$ cat src/hw/rtl/mccd_pkg.sv
// Shared types and constants for the motor current crush detector.
// Holds the transaction structs, register indexes and divider status.
// No dependencies.
package mccd_pkg;

  localparam int SAMPLE_BITS  = 10;
  localparam int LIMIT_W      = 10;
  localparam int AVG_W        = 10;
  localparam int INTERVAL_W   = 8;
  localparam int COUNT_W      = 8;
  localparam int BLANK_W      = 16;
  localparam int SUM_W        = SAMPLE_BITS + COUNT_W;
  localparam int STEP_W       = $clog2(SUM_W + 1);
  localparam int CFG_INDEX_W  = 8;
  localparam int CFG_DATA_W   = 16;

  localparam logic [AVG_W-1:0]      AVG_MAX         = {AVG_W{1'b1}};
  localparam logic [BLANK_W-1:0]    BLANK_MAX       = {BLANK_W{1'b1}};
  localparam logic [LIMIT_W-1:0]    LIMIT_RESET     = LIMIT_W'(100);
  localparam logic [INTERVAL_W-1:0] INTERVAL_RESET  = INTERVAL_W'(7);
  localparam logic [COUNT_W-1:0]    COUNT_RESET     = COUNT_W'(35);
  localparam logic [BLANK_W-1:0]    BLANK_RESET     = BLANK_W'(2000);

  localparam logic [CFG_INDEX_W-1:0] REG_CURRENT_LIMIT   = CFG_INDEX_W'(0);
  localparam logic [CFG_INDEX_W-1:0] REG_SAMPLE_INTERVAL = CFG_INDEX_W'(1);
  localparam logic [CFG_INDEX_W-1:0] REG_SAMPLE_COUNT    = CFG_INDEX_W'(2);
  localparam logic [CFG_INDEX_W-1:0] REG_BLANK_TIME      = CFG_INDEX_W'(3);

  typedef struct packed {
    logic                   run_active;
    logic [SAMPLE_BITS-1:0] current_sample;
  } mccd_in_t;

  typedef struct packed {
    logic             crush_detected;
    logic [AVG_W-1:0] average_current;
    logic             average_updated;
  } mccd_out_t;

  typedef struct packed {
    logic busy;
    logic done;
  } mccd_div_stat_t;

endpackage

$ cat src/hw/rtl/mccd_div.sv
// Restoring serial divider, one quotient bit per cycle.
// Divides the sample sum by the sample count; depends on mccd_pkg.
module mccd_div import mccd_pkg::*; (
  input  logic               clk,
  input  logic               rst,
  input  logic               start,
  input  logic [SUM_W-1:0]   dividend,
  input  logic [COUNT_W-1:0] divisor,
  output mccd_div_stat_t     stat,
  output logic [SUM_W-1:0]   quotient
);

  logic [COUNT_W-1:0] rem;
  logic [COUNT_W-1:0] dvs;
  logic [STEP_W-1:0]  steps;
  logic               busy;
  logic               done;
  logic [COUNT_W:0]   shifted;
  logic               fits;
  logic [COUNT_W:0]   diff;

  assign shifted = {rem, quotient[SUM_W-1]};
  assign fits    = shifted >= {1'b0, dvs};
  assign diff    = shifted - {1'b0, dvs};

  always_ff @(posedge clk) begin
    if (rst) begin
      busy  <= 1'b0;
      done  <= 1'b0;
      steps <= '0;
    end else begin
      done <= 1'b0;
      if (start) begin
        busy  <= 1'b1;
        steps <= STEP_W'(SUM_W);
      end else if (busy) begin
        steps <= steps - STEP_W'(1);
        if (steps == STEP_W'(1)) begin
          busy <= 1'b0;
          done <= 1'b1;
        end
      end
    end
  end

  always_ff @(posedge clk) begin
    if (start) begin
      rem      <= '0;
      dvs      <= divisor;
      quotient <= dividend;
    end else if (busy) begin
      rem      <= fits ? diff[COUNT_W-1:0] : shifted[COUNT_W-1:0];
      quotient <= {quotient[SUM_W-2:0], fits};
    end
  end

  assign stat.busy = busy;
  assign stat.done = done;

endmodule

$ cat src/hw/rtl/motor_current_crush_detector_top.sv
// Motor current crush detector: tick sequencer, averaging and blanking state.
// Instantiates mccd_div for the block average; depends on mccd_pkg.
//
// Usage: one input transaction per millisecond tick on in_valid/in_ready
// carries run_active and current_sample; each gives exactly one output
// transaction on out_valid/out_ready with crush_detected, average_current
// and average_updated. Registers are written on cfg_valid/cfg_ready
// (cfg_ready is always high): index 0 current_limit, 1 sample_interval,
// 2 sample_count, 3 blank_time; other indexes are ignored.
// Flow: a tick that closes no block average goes from S_IDLE to S_DONE and
// then to the output register; one that closes an average first runs the
// serial divider in S_DIV, one quotient bit per cycle over SUM_W (18) bits.
// One tick is in work at a time: in_ready is high only while the sequencer
// is idle, so a new tick is not taken until the last one leaves S_DONE.
// The result sits in an output register; a stalled receiver holds it and
// the next tick waits in its final state until the register frees.
// Reset (rst, synchronous) clears the sequencer and accumulator state and out_valid and loads register defaults.
module motor_current_crush_detector_top import mccd_pkg::*; (
  input  logic                   clk,
  input  logic                   rst,
  input  logic                   in_valid,
  output logic                   in_ready,
  input  mccd_in_t               in_data,
  output logic                   out_valid,
  input  logic                   out_ready,
  output mccd_out_t              out_data,
  input  logic                   cfg_valid,
  output logic                   cfg_ready,
  input  logic [CFG_INDEX_W-1:0] cfg_index,
  input  logic [CFG_DATA_W-1:0]  cfg_data
);

  typedef enum logic [2:0] {
    S_IDLE = 3'b001,
    S_DIV  = 3'b010,
    S_DONE = 3'b100
  } state_t;

  state_t state;

  logic [LIMIT_W-1:0]    current_limit;
  logic [INTERVAL_W-1:0] sample_interval;
  logic [COUNT_W-1:0]    sample_count;
  logic [BLANK_W-1:0]    blank_time;

  logic [INTERVAL_W-1:0] interval_ticks;
  logic [SUM_W-1:0]      sample_sum;
  logic [COUNT_W-1:0]    samples_taken;
  logic [AVG_W-1:0]      reported_average;
  logic [AVG_W-1:0]      compared_average;
  logic [BLANK_W-1:0]    blank_ticks;
  logic                  armed;
  logic                  avg_pend;
  logic                  run_held;

  logic                  accept;
  logic                  slot_free;
  logic                  finish;
  logic [INTERVAL_W:0]   tick_next;
  logic                  sample_hit;
  logic [SUM_W-1:0]      sum_acc;
  logic [COUNT_W-1:0]    taken_acc;
  logic [COUNT_W-1:0]    count_eff;
  logic                  avg_due;

  mccd_div_stat_t        div_stat;
  logic [SUM_W-1:0]      quotient;
  logic [AVG_W-1:0]      avg_sat;
  logic [AVG_W-1:0]      compared_next;
  logic [BLANK_W-1:0]    blank_next;
  logic                  armed_next;

  assign cfg_ready = 1'b1;
  assign in_ready  = (state == S_IDLE);
  assign accept    = in_valid && in_ready;
  assign slot_free = !out_valid || out_ready;
  assign finish    = (state == S_DONE) && slot_free;

  always_ff @(posedge clk) begin
    if (rst) begin
      current_limit   <= LIMIT_RESET;
      sample_interval <= INTERVAL_RESET;
      sample_count    <= COUNT_RESET;
      blank_time      <= BLANK_RESET;
    end else if (cfg_valid && cfg_ready) begin
      case (cfg_index)
        REG_CURRENT_LIMIT:   current_limit   <= cfg_data[LIMIT_W-1:0];
        REG_SAMPLE_INTERVAL: sample_interval <= cfg_data[INTERVAL_W-1:0];
        REG_SAMPLE_COUNT:    sample_count    <= cfg_data[COUNT_W-1:0];
        REG_BLANK_TIME:      blank_time      <= cfg_data[BLANK_W-1:0];
        default: ;
      endcase
    end
  end

  always_comb begin
    tick_next  = {1'b0, interval_ticks} + (INTERVAL_W+1)'(1);
    sample_hit = tick_next >= {1'b0, sample_interval};
    sum_acc    = sample_hit ? sample_sum + SUM_W'(in_data.current_sample) : sample_sum;
    taken_acc  = sample_hit ? samples_taken + COUNT_W'(1) : samples_taken;
    count_eff  = (sample_count == '0) ? COUNT_W'(1) : sample_count;
    avg_due    = (taken_acc >= count_eff) && (taken_acc != '0);
  end

  mccd_div u_div (
    .clk      (clk),
    .rst      (rst),
    .start    (accept && avg_due),
    .dividend (sum_acc),
    .divisor  (taken_acc),
    .stat     (div_stat),
    .quotient (quotient)
  );

  always_comb begin
    avg_sat = (quotient > SUM_W'(AVG_MAX)) ? AVG_MAX : quotient[AVG_W-1:0];
    if (!run_held) begin
      compared_next = '0;
    end else if (avg_pend) begin
      compared_next = avg_sat;
    end else begin
      compared_next = compared_average;
    end
    blank_next = blank_ticks;
    armed_next = armed;
    if (run_held) begin
      if (!armed) begin
        if (blank_ticks != BLANK_MAX) begin
          blank_next = blank_ticks + BLANK_W'(1);
        end
        armed_next = blank_next >= blank_time;
      end
    end else begin
      blank_next = '0;
      armed_next = 1'b0;
    end
  end

  always_ff @(posedge clk) begin
    if (rst) begin
      state            <= S_IDLE;
      interval_ticks   <= '0;
      sample_sum       <= '0;
      samples_taken    <= '0;
      reported_average <= '0;
      compared_average <= '0;
      blank_ticks      <= '0;
      armed            <= 1'b0;
      avg_pend         <= 1'b0;
      run_held         <= 1'b0;
      out_valid        <= 1'b0;
    end else begin
      if (finish) begin
        out_valid <= 1'b1;
      end else if (out_ready) begin
        out_valid <= 1'b0;
      end
      case (state)
        S_IDLE: begin
          if (accept) begin
            interval_ticks <= sample_hit ? '0 : tick_next[INTERVAL_W-1:0];
            sample_sum     <= sum_acc;
            samples_taken  <= taken_acc;
            avg_pend       <= avg_due;
            run_held       <= in_data.run_active;
            state          <= avg_due ? S_DIV : S_DONE;
          end
        end
        S_DIV: begin
          if (div_stat.done) begin
            state <= S_DONE;
          end
        end
        S_DONE: begin
          if (slot_free) begin
            if (avg_pend) begin
              reported_average <= avg_sat;
              sample_sum       <= '0;
              samples_taken    <= '0;
            end
            compared_average <= compared_next;
            blank_ticks      <= blank_next;
            armed            <= armed_next;
            state            <= S_IDLE;
          end
        end
        default: state <= S_IDLE;
      endcase
    end
  end

  always_ff @(posedge clk) begin
    if (finish) begin
      out_data.crush_detected  <= armed_next && (compared_next > current_limit);
      out_data.average_current <= avg_pend ? avg_sat : reported_average;
      out_data.average_updated <= avg_pend;
    end
  end

`ifndef NO_ASSERTIONS
  a_idle_div_quiet: assert property (@(posedge clk) disable iff (rst)
    (state == S_IDLE) |-> !div_stat.busy)
    else $error("divider busy while sequencer idle");

  a_done_in_div: assert property (@(posedge clk) disable iff (rst)
    div_stat.done |-> (state == S_DIV))
    else $error("divider finished outside divide state");

  a_avg_clears: assert property (@(posedge clk) disable iff (rst)
    (finish && avg_pend) |=> (sample_sum == '0 && samples_taken == '0))
    else $error("accumulator not cleared after average");

  a_crush_armed: assert property (@(posedge clk) disable iff (rst)
    (out_valid && out_data.crush_detected) |-> armed)
    else $error("crush reported while not armed");
`endif

endmodule

$ cat config.mk
export PLATFORM = sky130hd
export DESIGN_NAME = motor_current_crush_detector_top
export DESIGN_NICKNAME = d
export VERILOG_FILES = /design/src/hw/rtl/mccd_pkg.sv /design/src/hw/rtl/mccd_div.sv /design/src/hw/rtl/motor_current_crush_detector_top.sv
export SDC_FILE = /design/constraint.sdc
export NUM_CORES = 1
export LEC_CHECK = 0
export ABC_AREA = 1
export BUFFER_PORTS_ARGS = -buffer_cell sky130_fd_sc_hd__buf_2
export CAP_MARGIN = 15
export CORE_MARGIN = 1.5
export CORE_UTILIZATION = 62
export DETAILED_ROUTE_END_ITERATION = 7
export PLACE_DENSITY_LB_ADDON = 0.12
export SETUP_SLACK_MARGIN = 0.15
export SLEW_MARGIN = 20
export SYNTH_ARGS = -nofsm -noshare
export SYNTH_HDL_FRONTEND = slang
export SYNTH_SLANG_ARGS = --single-unit
$ cat constraint.sdc
create_clock -name clk -period 4.8 [get_ports clk]
set_clock_uncertainty 0.15 [all_clocks]
set_input_delay 0 -clock clk [delete_from_list [all_inputs] [get_ports clk]]
set_output_delay 0 -clock clk [all_outputs]
set_load 0.03 [all_outputs]
Word level (Yosys, flattened, before mapping)
Index checks and enable logic that the tools add are counted.

Register bits after elaboration: 172. Input bits: 40. Output and inout bits: 15. Logic and storage cells: 114.

Add/subtract/negate cells: 6. $lt $le $gt $ge: 6. Equal/unequal tests: 13. Multiplexer cells: 39. Bitwise gates (word level): 1. Reductions and logical operators: 24.

Operators with widths (number): 18-bit two-way mux (6); 16-bit two-way mux (5); 8-bit two-way mux (7); 10-bit two-way mux (4); 18-bit one-hot mux with 2 select lines (1); 18-bit by 10-bit adder with 18-bit output (1); 9-bit by 8-bit >= comparator with 1-bit output (2); 18-bit by 10-bit > comparator with 1-bit output, second input constant (1); 16-bit by 1-bit adder with 16-bit output, second input constant (1); 8-bit by 2-bit equality test with 1-bit output, second input constant (2); 16-bit >= comparator (1); 8-bit zero test (2); 16-bit inequality test, second input constant (1); 8-bit one-hot mux with 2 select lines (1); 3-bit two-way mux (4); 2-bit AND reduction (6); 10-bit > comparator (1); 5-bit two-way mux (2); 8-bit by 1-bit adder with 9-bit output, second input constant (1); 3-bit one-hot mux with 3 select lines (1); 8-bit by 1-bit adder with 8-bit output, second input constant (1); 8-bit by 1-bit equality test with 1-bit output, second input constant (1); 8-bit >= comparator (1); 1-bit two-way mux (8); other kinds (18) (28).

Depth between registers and ports, before layout
Depth in word-level cells: 8. Depth in mapped cells: 28. Mapped depth without buffers: 26.

Modules after synthesis
A second synthesis with hierarchy kept.

Cell total of the unflattened synthesis: 1319. Area, all modules: 9764.4 um^2.

By module, submodules not included: motor_current_crush_detector_top (times used 1, cells each 1065, area an instance 7607.3 um^2, seq. area each 2742.6 um^2); mccd_div (times used 1, cells each 254, area an instance 2157.1 um^2, seq. area each 1081.0 um^2).

Worst setup path before layout
Ideal clock, no wire load.

Kind: register -> register. From: reg interval_ticks[0]. To: reg u_div.quotient[0] (enable). Library setup time: 0.375 ns. Arrival: 3.458 ns. Data required time: 4.275 ns. Setup slack: 0.817 ns. Cell stages (with the launch flop): 26. Path buffers: 2. Clock period less this slack: 3.983 ns. Cell sequence: dfxtp_1 > ha_1 > nand2_2 > nor2_1 > xor2_1 > ha_1 > nand2_1 > nor2_1 > nand2_1 > nand3_1 > nand2_1 > nand2_1 > nand2_2 > nand2_4 > buf_6 > nand2_1 > nand2_1 > inv_1 > ha_1 > nand2_1 > nor2_1 > nand4_1 > o2111ai_1 > nand3_4 > buf_4 > nand2_1.

Longest elaborated chain between the ends: 7. Elaborated cells between the ends (all ways): 8. Classes of those cells: 1 x add/sub; 2 x order compare; 1 x mux; 4 x reduce/logical.

RTL lines: start: declaration (line motor_current_crush_detector_top.sv:46) `logic [INTERVAL_W-1:0] interval_ticks;`; start signal: assignment (line motor_current_crush_detector_top.sv:161) `interval_ticks <= sample_hit ? '0 : tick_next[INTERVAL_W-1:0];`; 8-bit by 1-bit adder with 9-bit output (*) (line motor_current_crush_detector_top.sv:97) `tick_next = {1'b0, interval_ticks} + (INTERVAL_W+1)'(1);`; 9-bit by 8-bit >= comparator with 1-bit output (*) (line motor_current_crush_detector_top.sv:98) `sample_hit = tick_next >= {1'b0, sample_interval};`; 8-bit two-way mux (*) (line motor_current_crush_detector_top.sv:100) `taken_acc = sample_hit ? samples_taken + COUNT_W'(1) : samples_taken;`; net taken_acc[7] (line motor_current_crush_detector_top.sv:62) `logic [COUNT_W-1:0] taken_acc;`; 8-bit >= comparator / 8-bit nonzero test (equally long branches) (line motor_current_crush_detector_top.sv:102) `avg_due = (taken_acc >= count_eff) && (taken_acc != '0);`; 1-bit logical AND (*) (line motor_current_crush_detector_top.sv:102); 1-bit logical AND (*) (line motor_current_crush_detector_top.sv:108) `.start (accept && avg_due),`; 2-bit nonzero test (no line) (*); end signal: assignment (line mccd_div.sv:50) `quotient <= dividend;`; end signal: assignment (line mccd_div.sv:53) `quotient <= {quotient[SUM_W-2:0], fits};`; end: declaration (line mccd_div.sv:10) `output logic [SUM_W-1:0] quotient`.

The timed path passes the listed nets; every way through them passes the cells marked *. A chain may end at the register's enable or synchronous reset.

Final worst setup path
From: reg interval_ticks[0]. To: reg u_div.quotient[2] (enable).

The elaborated chain is that of the path after synthesis.

==> results.md <==
Detailed routing:
- The total routed wire length on the met1 layer is 10.12 mm.
- Once detail routing completed, the nets flagged for antenna violations numbered 0.
- The routed layout has 8204 vias.
- The total routed wirelength is 21.01 mm.
- The average wire per standard cell is 13.79 um.
- The first-pass iteration count of the detailed router is 5.
- The highest layer touched by signal routing is met4.
- Wire segments on met2 add up to 9.508 mm in the final route.
- For this block, the initial DRC count from the detailed router was 768.
- After detailed routing, the number of remaining DRC violations is 0.
- The routed via count divided by cell count is 5.383.
- Summed over all nets, wire length on met3 after detailed routing comes to 1.048 mm.

Synthesis:
- The cell area that synthesis handed to floorplanning was 9422 um^2.
- The area share of the leading cell type in the synthesized netlist is 0.2847.
- Counting every instance in the synthesized netlist gives 1266.
- Dividing the synthesized area by the synthesized cell count gives 7.442 um^2.
- The fraction of synthesized cell area in xor and xnor cells is 0.03533.
- By area the synthesized netlist is led by sky130_fd_sc_hd__dfxtp_1 (28%), sky130_fd_sc_hd__nand2_1 (13%), sky130_fd_sc_hd__edfxtp_1 (12%).
- The post-synthesis cell type with the largest combined area is sky130_fd_sc_hd__dfxtp_1.
- The flip-flop and latch count after synthesis is 172.
- Of the total synthesized cell area, the portion taken by full adders, half adders and majority gates is 0.09057.
- Counting flops with an async set or reset pin after synthesis yields a share of 0.
- Of the total synthesized cell area, the portion taken by AND, OR, NAND and NOR gates is 0.2117.
- Measured against the total synthesized area, the mux share comes to 0.
- Synthesis produced a netlist with a net count of 1373.
- The primary flip-flop cell chosen by synthesis mapping is sky130_fd_sc_hd__dfxtp_1.
- The number of warnings issued by yosys is 0.
- After synthesis, the netlist uses 51 different library cells.
- The largest family of logic cells by synthesized area is simple AND/OR/NAND/NOR gates.
- The post-synthesis compound-gate area fraction is 0.1625.
- Yosys mapped a number of flops with a built-in enable equal to 38.
- The share of the Yosys chip area taken by registers is 0.4058.

Power and ir drop:
- The total power draw is 3341 uW.
- The analysis attributes to net switching a power of 916.1 uW.
- The share of total power dissipated in sequential elements is 0.464.
- Of the total power, combinational logic draws 0.124.
- The reported leakage power is 0.004775 uW.
- In this run the power density over the cells is 314.5 nW/um^2.
- The power share of the clock group is 0.412.
- Of the total power, the share spent switching nets is 0.2742.
- Across the VDD grid, the largest voltage drop is 259.5 uV.
- The internal power of the cells totals 2425 uW.

Worst setup path:
- On the critical path the largest part of the delay comes from simple AND/OR/NAND/NOR gates.
- STA classifies the critical path startpoint as a flop.
- The class of the most critical setup path is reg2reg.
- The launch point of the critical path is interval_ticks[0].
- The number of buffers and inverters on the critical path is 2.
- Traced cell by cell, the critical path runs through ha_1, nand2_2, nor2_1, xor2_1, ha_1, nand2_1, nor2_1, nand2_1, nand3_1, nand2_1, nand2_1, nand2_2, nand2_8, nand2_1, nand2_1, inv_1, ha_1, nand2_1, nor2_1, nand4_1, o2111ai_1, nand3_4, nand2_1, buf_4.
- The cell count along the critical path is 24.
- The capturing element type of the critical path is a flop.
- The top fanout value on the critical path is 24.
- STA puts the critical path data required time at 4.77 ns.
- The most frequent cell on the critical path is sky130_fd_sc_hd__nand2_1.
- The worst register-to-register path has a depth of 24.
- STA puts the critical path data arrival time at 4.10 ns.
- The slowest stage of the critical path is the sky130_fd_sc_hd__dfxtp_1 cell.
- In this design, the stage delay of the slowest critical-path cell is 0.39 ns.
- In this run the critical register-to-register path is launched from interval_ticks[0].

Min path:
- The worst hold path belongs to the class in2reg.
- The worst hold path depth is 6.
- In this run the most critical hold path is launched from in_data[0].

Floorplan:
- The die height is 126.3 um.
- For this configuration, the core starts out at a cell density of 0.6410.
- The die extent in x is 126.3 um.
- The core region is 14700 um^2.
- The site row count is 44.
- The I/O pin total is 55.
- The area of the die is 15940 um^2.

Clock tree:
- The number of H-tree levels is 4.
- Clock-pin slew was measured on the worst setup and hold paths at 0.07 ns.
- The number of clock buffers added by TritonCTS is 17.
- The sink count of the clock tree is 172.
- The clock network latency to the later pin of the worst-skew pair is 0.44 ns.
- TritonCTS built the clock tree.
- The clock passes through at most 2 buffers.
- CTS placed an instance of sky130_fd_sc_hd__clkbuf_16 at the clock tree root.

STA:
- Subtracting the final worst setup slack from the clock period gives 4.131 ns.
- Dividing the final minimum period by the clock period gives 0.8607.
- At the pin with the least slew margin, the transition time is 0.8234 ns.
- The number of hold violations in the final report is 0.
- Timing would allow up to 242.1 MHz.
- In this run the tightest slew margin relative to its limit is 0.4490.
- The total setup violations reported at the end of the flow is 0.
- Setup repair after global routing left no endpoint under its margin.
- The aggregate negative setup slack is 0 ns.
- The total count of max-transition violations in the final report is 0.

Run status:
- The run finished with clean final reports.

Global route:
- The overall fraction of global-route tracks in use is 0.2766.
- The wire length of the first global-routing pass is 35.67 mm.
- For this run the aggregate overflow at the end of global routing stands at 0.
- The pin count of the biggest net entering global routing is 70.
- The number of global-route vias before repair is 7485.
- The initial antenna violation count was 0.

Placed design:
- The count of buffers added on input and output ports is 53.
- The sum of net half-perimeters after detailed placement is 14.60 mm.
- The congestion estimate from routability-driven global placement came to 0.9220.

Finish:
- Of the cells placed in the final design, the portion with a size suffix greater than 1 is 0.08433.
- The growth of design area from synthesis to finish is 12.76%.
- The number of antenna repair diodes is 0.
- The total number of nets in the final design is 1434.

Job:
- The max-cap violation count is 0.
sequential cells by signal (all words and copies together) (netlist names), 8 cells and up:
| register | flops |
|---|---|
| u_div.rem | 8 |
| current_limit | 10 |
| out_data | 12 |
| blank_time | 16 |
| reported_average | 10 |
| interval_ticks | 8 |
| blank_ticks | 16 |
| sample_interval | 8 |
| u_div.dvs | 8 |
| samples_taken | 8 |
| sample_count | 8 |
| sample_sum | 18 |
| compared_average | 10 |
| u_div.quotient | 18 |
cell usage after synthesis (4+ instances only):
cell / instances
sky130_fd_sc_hd__nand4_1: 7
sky130_fd_sc_hd__nand3_1: 23
sky130_fd_sc_hd__o211ai_1: 17
sky130_fd_sc_hd__nor4_1: 5
sky130_fd_sc_hd__clkbuf_1: 31
sky130_fd_sc_hd__dfxtp_1: 134
sky130_fd_sc_hd__ha_1: 65
sky130_fd_sc_hd__nor3_1: 11
sky130_fd_sc_hd__xnor2_1: 8
sky130_fd_sc_hd__nand2_1: 331
sky130_fd_sc_hd__a21oi_1: 149
sky130_fd_sc_hd__a31oi_1: 4
sky130_fd_sc_hd__nor2_2: 4
sky130_fd_sc_hd__xor2_1: 30
sky130_fd_sc_hd__buf_2: 7
sky130_fd_sc_hd__nand3b_1: 8
sky130_fd_sc_hd__inv_1: 174
sky130_fd_sc_hd__o21ai_0: 100
sky130_fd_sc_hd__nor2_1: 78
sky130_fd_sc_hd__edfxtp_1: 38
metrics by stage:
stage / cells / setup slack [ns] / area, um^2 / hold WS [ns] / util
after global placement: 1468 / 0.8621 / 9781 / 0.06670 / 0.6654
after floorplan: 1266 / 0.8174 / 9422 / -0.02381 / -
final: 1524 / 0.6688 / 10620 / 0.01389 / 0.7228
after detailed placement: 1468 / 0.6873 / 9781 / 0.09272 / 0.6654
after global routing: 1524 / 0.2026 / 10620 / 0.06425 / 0.7228
after CTS: 1524 / 0.6210 / 10610 / 0.005438 / 0.7219
cells in the final DEF, fill, tap and decap left out, types with 5 or more instances in the layout:
cell type                         n
sky130_fd_sc_hd__a21oi_1        149
sky130_fd_sc_hd__buf_2           53
sky130_fd_sc_hd__buf_4            9
sky130_fd_sc_hd__clkbuf_16       18
sky130_fd_sc_hd__dfxtp_1        134
sky130_fd_sc_hd__dlygate4sd3_1   24
sky130_fd_sc_hd__edfxtp_1        38
sky130_fd_sc_hd__ha_1            65
sky130_fd_sc_hd__inv_1          174
sky130_fd_sc_hd__nand2_1        331
sky130_fd_sc_hd__nand3_1         23
sky130_fd_sc_hd__nand3b_1         8
sky130_fd_sc_hd__nand4_1          7
sky130_fd_sc_hd__nor2_1          78
sky130_fd_sc_hd__nor3_1          11
sky130_fd_sc_hd__nor4_1           5
sky130_fd_sc_hd__o211ai_1        17
sky130_fd_sc_hd__o21ai_0        100
sky130_fd_sc_hd__xnor2_1          8
sky130_fd_sc_hd__xor2_1          30
worst paths after layout:
| check | to | slack (ns) |
|---|---|---|
| min | sample_sum[0] | 0.01 |
| max | u_div.quotient[2] | 0.67 |
| max reg2reg | u_div.quotient[2] | 0.67 |
| min reg2reg | interval_ticks[3] | 0.32 |
power by group through the flow:
stage / Combinational, uW / Clock [uW] / Sequential (uW)
after global routing: 467 / 1450 / 1560
after global placement: 386 / 0 / 1580
after CTS: 411 / 1390 / 1550
after detailed placement: 395 / 0 / 1580
after floorplan: 280 / 0 / 1590
final: 415 / 1370 / 1550
cell families (layout without fill, tap and decap cells):
| kind of cell | count (synthesis) | after routing |
|---|---|---|
| compound gates | 285 | 285 |
| xor+xnor | 38 | 38 |
| fa+ha+maj | 67 | 67 |
| buf+inv | 223 | 297 |
| flops | 172 | 172 |
| other cells | 1 | 1 |
| simple gates | 480 | 480 |
worst reg2reg max path, cell delays in order, from the launching register on:
cell and delay, ns:
sky130_fd_sc_hd__dfxtp_1 0.39, sky130_fd_sc_hd__ha_1 0.22, sky130_fd_sc_hd__nand2_2 0.09, sky130_fd_sc_hd__nor2_1 0.13, sky130_fd_sc_hd__xor2_1 0.11, sky130_fd_sc_hd__ha_1 0.32
sky130_fd_sc_hd__nand2_1 0.08, sky130_fd_sc_hd__nor2_1 0.11, sky130_fd_sc_hd__nand2_1 0.05, sky130_fd_sc_hd__nand3_1 0.07, sky130_fd_sc_hd__nand2_1 0.05, sky130_fd_sc_hd__nand2_1 0.06
sky130_fd_sc_hd__nand2_2 0.16, sky130_fd_sc_hd__nand2_8 0.20, sky130_fd_sc_hd__nand2_1 0.07, sky130_fd_sc_hd__nand2_1 0.08, sky130_fd_sc_hd__inv_1 0.08, sky130_fd_sc_hd__ha_1 0.29
sky130_fd_sc_hd__nand2_1 0.08, sky130_fd_sc_hd__nor2_1 0.15, sky130_fd_sc_hd__nand4_1 0.10, sky130_fd_sc_hd__o2111ai_1 0.19, sky130_fd_sc_hd__nand3_4 0.23, sky130_fd_sc_hd__nand2_1 0.11
sky130_fd_sc_hd__buf_4 0.26
area by class of cell:
| class | count | area (um^2) |
|---|---|---|
| clock inverters | 13 | 126.4 |
| fillers | 1208 | 4075 |
| well taps | 184 | 230.2 |
| clock buffers | 19 | 464.2 |
| repair buffers | 87 | 584.3 |
| inverters | 178 | 670.6 |
| flip-flops and latches | 172 | 3824 |
| multi-input cells | 871 | 4725 |
layer usage:
layer | up-vias | GRT usage
li1 | 4233 | -
met1 | 3726 | 0.3841
met2 | 211 | 0.4460
met3 | 34 | 0.05225
met4 | 0 | 0.07235
met5 | - | 0
repair_timing:
item | in CTS | in global routing
resized for setup | 0 | 2
endpoints found under the hold margin | 46 | 0
endpoints found under the setup margin | 0 | 19
hold buffers | 24 | 0
buffers inserted | 0 | 0
Note: power is estimated with default switching activity, not from simulation.
